File: config.mk
export PLATFORM = sky130hd
export DESIGN_NAME = crr_div
export DESIGN_NICKNAME = d
export VERILOG_FILES = /design/src/crr_pkg.sv /design/src/crr_div.sv
export SDC_FILE = /design/constraint.sdc
export NUM_CORES = 1
export LEC_CHECK = 0
export CAP_MARGIN = 20
export CORE_MARGIN = 4
export CORE_UTILIZATION = 45
export CTS_BUF_LIST = sky130_fd_sc_hd__clkbuf_4 sky130_fd_sc_hd__clkbuf_8
export DETAILED_ROUTE_END_ITERATION = 8
export DONT_BUFFER_PORTS = 1
export GPL_TIMING_DRIVEN = 1
export PLACE_DENSITY = 0.59
export SETUP_SLACK_MARGIN = 0.4
export SLEW_MARGIN = 15
export SYNTH_ARGS = -nofsm -noshare
export SYNTH_HDL_FRONTEND = slang
export SYNTH_SLANG_ARGS = --single-unit
File: constraint.sdc
create_clock -name clk -period 6.8 [get_ports clk]
set_clock_uncertainty 0.1 [all_clocks]
set_input_delay 0 -clock clk [delete_from_list [all_inputs] [get_ports clk]]
set_output_delay 0 -clock clk [all_outputs]
set_load 0.02 [all_outputs]
File: src/crr_pkg.sv
package crr_pkg;

    localparam int MAX_LINE   = 1024;
    localparam int MAX_OUT    = 4096;
    localparam int FRAC_BITS  = 16;

    localparam int IDX_W      = 10;
    localparam int OUT_IDX_W  = 12;
    localparam int SMP_W      = 16;
    localparam int IN_CNT_W   = 11;
    localparam int OUT_CNT_W  = 13;
    localparam int CFG_W      = 13;

    localparam int DIV_W      = 12;
    localparam int SPAN_W     = OUT_IDX_W + IDX_W;
    localparam int QUO_W      = IDX_W + FRAC_BITS;
    localparam int DIV_STAGES = QUO_W / 2;

    localparam int NBANK      = 4;
    localparam int BANK_W     = 2;
    localparam int ROW_W      = IDX_W - BANK_W;
    localparam int ROWS       = MAX_LINE / NBANK;

    localparam int COEF_W     = 20;
    localparam int ACC_W      = 40;
    localparam int HI_W       = ACC_W - FRAC_BITS;
    localparam int RES_W      = ACC_W - FRAC_BITS - 1;

    localparam logic REG_IN_COUNT  = 1'b0;
    localparam logic REG_OUT_COUNT = 1'b1;

    typedef enum logic [1:0] {
        SEG_MID,
        SEG_FIRST,
        SEG_LAST,
        SEG_END
    } seg_t;

    typedef struct packed {
        logic                    vld;
        logic                    load;
        logic                    fin;
        logic [IDX_W-1:0]        idx;
        logic signed [SMP_W-1:0] val;
    } tag_t;

    typedef struct packed {
        logic                 vld;
        seg_t                 seg;
        logic [BANK_W-1:0]    base_lo;
        logic [FRAC_BITS-1:0] f;
    } rd_ctl_t;

endpackage

File: src/crr_div.sv
module crr_div (
    input  logic                        clk,
    input  logic                        rst_n,
    input  logic                        en,
    input  crr_pkg::tag_t               tag_i,
    input  logic [crr_pkg::SPAN_W-1:0]  span_i,
    input  logic [crr_pkg::DIV_W-1:0]   d_i,
    output crr_pkg::tag_t               tag_o,
    output logic [crr_pkg::QUO_W-1:0]   q_o
);
    import crr_pkg::*;

    tag_t             tag_reg [DIV_STAGES+1];
    logic [DIV_W-1:0] rem_reg [DIV_STAGES+1];
    logic [QUO_W-1:0] num_reg [DIV_STAGES+1];
    logic [QUO_W-1:0] q_reg   [DIV_STAGES+1];

    // top bits of span start as the partial remainder, rest plus fraction zeros shift in
    always_ff @(posedge clk or negedge rst_n)
    begin
        if (!rst_n)
        begin
            tag_reg[0] <= '0;
        end
        else if (en)
        begin
            tag_reg[0] <= tag_i;
        end
    end

    always_ff @(posedge clk)
    begin
        if (en)
        begin
            rem_reg[0] <= span_i[SPAN_W-1:SPAN_W-DIV_W];
            num_reg[0] <= {span_i[SPAN_W-DIV_W-1:0], {FRAC_BITS{1'b0}}};
            q_reg[0]   <= '0;
        end
    end

    genvar s;
    generate
        for (s = 0; s < DIV_STAGES; s++)
        begin : g_stage
            logic [DIV_W:0]   t1, t2;
            logic             ge1, ge2;
            logic [DIV_W-1:0] r1, rem_next;

            // two restoring steps per stage
            always_comb
            begin
                t1       = {rem_reg[s], num_reg[s][QUO_W-1]};
                ge1      = (t1 >= {1'b0, d_i});
                r1       = ge1 ? DIV_W'(t1 - {1'b0, d_i}) : t1[DIV_W-1:0];
                t2       = {r1, num_reg[s][QUO_W-2]};
                ge2      = (t2 >= {1'b0, d_i});
                rem_next = ge2 ? DIV_W'(t2 - {1'b0, d_i}) : t2[DIV_W-1:0];
            end

            always_ff @(posedge clk or negedge rst_n)
            begin
                if (!rst_n)
                begin
                    tag_reg[s+1] <= '0;
                end
                else if (en)
                begin
                    tag_reg[s+1] <= tag_reg[s];
                end
            end

            always_ff @(posedge clk)
            begin
                if (en)
                begin
                    rem_reg[s+1] <= rem_next;
                    num_reg[s+1] <= {num_reg[s][QUO_W-3:0], 2'b00};
                    q_reg[s+1]   <= {q_reg[s][QUO_W-3:0], ge1, ge2};
                end
            end
        end
    endgenerate

    assign tag_o = tag_reg[DIV_STAGES];
    assign q_o   = q_reg[DIV_STAGES];

endmodule

==> results.toml, run 1 <==
[outcome]
status = "finished with violations"
violations = "negative hold slack"

[job]
cap_violations = 0

[global_route]
grt_max_degree = 775
grt_usage = 0.1959
antenna_found_initial = 1
grt_pass1_wl_um = 157600
grt_pass1_vias = 30600
overflow = 0

[hold_path]
hold_path_class = "in -> async"

[floorplan]
die_h_um = 315.7
die_area_um2 = 99680
io-pin-count = 121
num_rows = 112
initial_core_util = 0.4552
dieWidth_um = 315.7
core_um2 = 93610

[timing]
rsz0062_at_grt = "false"
tightestPinTransition_ps = 1372
finalCritPeriodShare = 0.8514
slew_viol_final = 0
hold_slack_ps = -1209
period_needed_ps = 5790
setup-tns-final_ps = 0
hold_viol_final = 406
clock.fmax_mhz = 172.7
slew_headroom = 0.08504
setup_viol = 0
fin_ws_ps = 1010

[finish]
finalNonFillerCells = 5348
largest_register_ffs = 377
drive_gt1_frac = 0.2319
nNetsFinal = 4375
area_delta_synth_final_pct = 21.21

[synth]
synthTopCellsByArea = "edfxtp_1, dfrtp_1, mux2_2"
synthCells = 3443
synth_area_leader_cell = "edfxtp_1"
async_flop_share = 0.5245
synth_top_flop_cell = "dfrtp_1"
synth_top_cell_area_share = 0.2593
synth.avg_cell_area_um2 = 12.38
synth-edff-count = 368
syn_nets = 3831
ys_ff_latch = 774
ys_types = 75
synth_warnings = 0
yosysSeqAreaShare = 0.4978
synth_area_um2 = 42610

[critical_path]
r2r_cells = 17
r2r-start = "rem_reg[1][12]"
criticalPathCategory = "reg -> reg"
reg2reg_to = "rem_reg[1][24]"
timing.critical_path.from = "rem_reg[1][12]"
critPathMaxFanout = 13
required_ps = 7250
worstPathArrival_ps = 6240
cp-start-kind = "flop"
r2r_slack_ps = 1010
crit_path_end_kind = "flop"

[place]
place.gp.congestion = 0.8878
dp.cells = 4611
numPortBuffers = 0
hpwl_um = 62020
dp_slack_ps = 975.0

[route]
avgViaCountPerCell = 5.388
routedWlPerCell_um = 18.19
drtIter0Drc = 1703
vias = 28820
firstDrtPassIters = 5
drc = 0
wirelength_um = 97290
ant_nets = 0

[pwr]
power_mw = 29.42
p_leak_nw = 21.17
power_density_nw_per_um2 = 569.6
ir_drop_v = 0.0005631

[clock_network]
cts_repair_resize_count = 0
cts_tree = "done"
htree_levels = 4
path_clk_slew_ps = 60
cts_buffers = 136
cts-root-buf = "clkbuf_8"
clock_path_buffers = 3
cts_setup_buffers = 0
postCtsHoldBufs = 485
insertion_delay_ps = 820
numClockSinks = 774
==> kinds of logic (layout without fill, tap and decap cells) <==
family | after synthesis | after routing | synth area share
flops | 774 | 774 | 0.4978
other cells | 0 | 2 | 0
xor+xnor | 200 | 200 | 0.04111
buf+inv | 248 | 897 | 0.02743
mux | 618 | 618 | 0.1630
compound gates | 670 | 670 | 0.1039
simple gates | 611 | 611 | 0.06903
fa+ha+maj | 322 | 322 | 0.09772
==> placed cells by master (no fill, tap or decap), types with 40 or more instances in the layout <==
master,instances
nor2_1,191
inv_1,103
nor2b_1,42
nand2_1,131
xor2_1,62
clkbuf_8,147
o21ai_0,141
buf_4,53
edfxtp_1,368
mux2_2,607
ha_1,304
xnor2_1,138
dlygate4sd3_1,485
nor3_1,64
clkbuf_4,54
o21a_1,57
nand3_1,40
dfrtp_1,406
a21o_1,51
a21oi_1,200
==> layer usage <==
metal,share of wire,GRT usage,up-vias
li1,-,-,13890
met1,0.42,0.2354,14160
met2,0.51,0.3506,561
met3,0.038,0.03428,202
met4,0.030,0.07511,0
met5,0,0,-
==> through the flow <==
stage	instance area [um2]	utilization
floorplan	42610	-
global placement	43850	0.4685
detailed placement	43860	0.4686
CTS	51500	0.5502
global route	51650	0.5517
finish	51650	0.5517
==> Yosys cell counts, types with 62 or more instances <==
| cell type | count |
|---|---|
| a21oi_1 | 200 |
| dfrtp_1 | 406 |
| edfxtp_1 | 368 |
| ha_1 | 304 |
| inv_1 | 105 |
| mux2_2 | 607 |
| nand2_1 | 131 |
| nor2_1 | 191 |
| nor3_1 | 64 |
| o21ai_0 | 141 |
| xnor2_1 | 138 |
| xor2_1 | 62 |
==> power breakdown <==
group / switching, mW / total (mW) / internal [mW]
Combinational: 8.01 / 16.8 / 8.77
Clock: 1.99 / 4.35 / 2.36
Sequential: 1.05 / 8.29 / 7.24
Total: 11.0 / 29.4 / 18.4
==> how the worst max path moves through the flow <==
stage,end,slack [ps],cells past startpoint
floorplan,rem_reg[1][15],870,20
global placement,rem_reg[2][25],1120,19
detailed placement,rem_reg[2][34],970,19
CTS,rem_reg[1][24],780,17
global route,rem_reg[1][24],520,17
finish,rem_reg[1][24],1010,17
==> worst max-delay path, stage by stage (launching register included) <==
cell           delay, ps
edfxtp_1             440
ha_1                 310
nor2b_1              150
o31a_1               280
o31ai_1              370
a21oi_1              150
o32ai_2              510
mux2_2               460
ha_1                 340
or2_2                300
nand2_1               80
a21oi_1               70
o41ai_2              380
nand2_1              100
a221oi_1             370
o21ai_2              300
and2_1               250
dlygate4sd3_1        540
==> layout make-up <==
type	instances	area, um2
multi-input combinational	2421	20270
tap	1254	1569
timing repair buffer	545	5418
inverter	109	409.1
sequential	774	21210
fill	7952	41960
clock inverter	43	350.3
clock buffer	200	2421
antenna	2	5.005
(Power assumes the default switching activity.)
==> run 2: changes to the inputs <==
--- a/config.mk
+++ b/config.mk
@@ -8,10 +8,11 @@
 export CAP_MARGIN = 20
 export CORE_MARGIN = 4
-export CORE_UTILIZATION = 45
+export CORE_UTILIZATION = 43
 export CTS_BUF_LIST = sky130_fd_sc_hd__clkbuf_4 sky130_fd_sc_hd__clkbuf_8
 export DETAILED_ROUTE_END_ITERATION = 8
 export DONT_BUFFER_PORTS = 1
 export GPL_TIMING_DRIVEN = 1
-export PLACE_DENSITY = 0.59
+export MAX_ROUTING_LAYER = met4
+export PLACE_DENSITY = 0.57
 export SETUP_SLACK_MARGIN = 0.4
 export SLEW_MARGIN = 15
==> constraint.sdc (replaced) <==
create_clock -name clk -period 6.8 [get_ports clk]
set_clock_uncertainty 0.1 [all_clocks]
set_input_delay 0.34 -clock clk [delete_from_list [all_inputs] [get_ports clk]]
set_output_delay 0.34 -clock clk [all_outputs]
set_load 0.02 [all_outputs]
==> results.toml, run 2 (synthesis gave the netlist of run 1 again) <==
[critical_path]
criticalPathCategory = "reg -> reg"
worstPathArrival_ps = 5970
required_ps = 7220
cp-start-kind = "flop"
crit_path_end_kind = "flop"
critPathMaxFanout = 13

[global_route]
grt_usage = 0.1803
use_met2 = 0.3022
global_route.usage.met3 = 0.03369
antenna_found_initial = 2
top_usage_layer = "met2"
grt_pass1_wl_um = 145700
grt_max_degree = 775
use_met1 = 0.2199
overflow = 0
grt_pass1_vias = 27380

[floorplan]
die_h_um = 322.8
dieWidth_um = 322.8
core_um2 = 98420
io-pin-count = 121
num_rows = 115
initial_core_util = 0.4330
die_area_um2 = 104200

[timing]
slew_viol_final = 0
setup_viol = 0
tightestPinTransition_ps = 997.9
hold_viol_final = 406
hold_slack_ps = -847.1
rsz0062_at_grt = "false"
finalCritPeriodShare = 0.8166
clock.fmax_mhz = 180.1
period_needed_ps = 5553
slew_headroom = 0.3347
setup-tns-final_ps = 0

[finish]
largest_register_ffs = 377
finalNonFillerCells = 5076
drive_gt1_frac = 0.2553
area_delta_synth_final_pct = 14.44
nNetsFinal = 4069
final_common_cell = "mux2_2"
nFillCells = 8854
layout_common_cells = "mux2_2, dfrtp_1, edfxtp_1"
postLayoutCellArea_um2 = 48760

[route]
drc = 0
routedWlPerCell_um = 18.03
wirelength_um = 91520
avgViaCountPerCell = 5.352
drtIter0Drc = 1532
vias = 27170
ant_nets = 0
firstDrtPassIters = 7

[hold_path]
hold_path_class = "in -> async"

[clock_network]
path_clk_slew_ps = 60
cts_tree = "done"
clock_path_buffers = 3
cts_repair_resize_count = 0
cts_buffers = 142
cts_setup_buffers = 0
numClockSinks = 774
htree_levels = 4
insertion_delay_ps = 790
postCtsHoldBufs = 174
cts-root-buf = "clkbuf_8"

[outcome]
status = "finished with violations"
violations = "negative hold slack"

[pwr]
p_leak_nw = 19.91
ir_drop_v = 0.0003731
power_density_nw_per_um2 = 583.6

[place]
dpl_cell_area_um2 = 43980
hpwl_um = 59440
dp.cells = 4644
numPortBuffers = 0
place.gp.congestion = 0.8487

[job]
cap_violations = 0
run 2: cell count changes in the layout (fill, tap and decap cells not counted), sizes merged:
cell / delta
dlygate4sd3: -311
clkinvlp: -2
clkinv: +5
inv: -4
bufinv: +1
clkbuf: +6
run 2: power by group:
group	internal (mW)	total (mW)	switching (mW)	leakage [nW]
sequential	7.24	8.31	1.06	8.42
combinational	8.07	15.7	7.63	9.94
clock	2.48	4.45	1.97	1.55
total	17.8	28.5	10.7	19.9
run 2: critical path, cell delays in order, from the launching register on:
cell and delay (ps):
edfxtp_1 410, ha_1 360, o21ai_0 180, a21oi_1 70, o31ai_1 420, a21oi_1 210
o21ai_2 300, and2_1 330, inv_2 130, mux2i_1 330, ha_1 310, nor2b_1 150
o31a_1 250, o21a_1 200, o311ai_1 340, a21oi_1 160, o21a_1 220, a211oi_2 180
buf_4 250, mux2_2 360
run 2: layer usage:
| metal | routed length [um] | part of all wire |
|---|---|---|
| met1 | 40420 | 0.44 |
| met2 | 44880 | 0.49 |
| met3 | 3534 | 0.039 |
| met4 | 2679 | 0.029 |
| met5 | 0 | 0 |
run 2: stage by stage:
step | utilization | hold WS [ps] | setup slack (ps) | total power, mW
2_1_floorplan | - | -55.59 | 526.2 | 20.48
3_3_place_gp | 0.4466 | -46.90 | 1079 | 23.31
3_5_place_dp | 0.4469 | -46.59 | 1144 | 23.43
4_1_cts | 0.4939 | -969.6 | 1274 | 28.64
5_1_grt | 0.4955 | -942.3 | 826.3 | 30.90
6_report | 0.4955 | -847.1 | 1247 | 28.46
run 2: final timing paths:
| path | start | end | slack [ps] | depth (start not counted) |
|---|---|---|---|---|
| worst max-delay path | rem_reg[0][13] | rem_reg[0][27] | 1250 | 19 |
| worst min-delay path | rst_n | tag_reg[56] | -850 | 0 |
| worst max register to register | rem_reg[0][13] | rem_reg[0][27] | 1250 | 19 |
| worst min register to register | q_reg[1][121] | q_reg[1][149] | 290 | 0 |
| max in group asynchronous | rst_n | tag_reg[61] | 6650 | 0 |
| min in group clk | en | rem_reg[1][11] | 10 | 1 |
run 2: area by class of cell:
class                      instances  area [um2]  share of cell area
clock inverter                    43       346.6            0.007107
timing repair buffer             233        2380             0.04880
clock buffer                     207        2530             0.05188
multi-input combinational       2421       20270              0.4157
inverter                         109       409.1            0.008390
tap                             1287        1610             0.03302
sequential                       774       21210              0.4350
antenna                            2       5.005           0.0001026
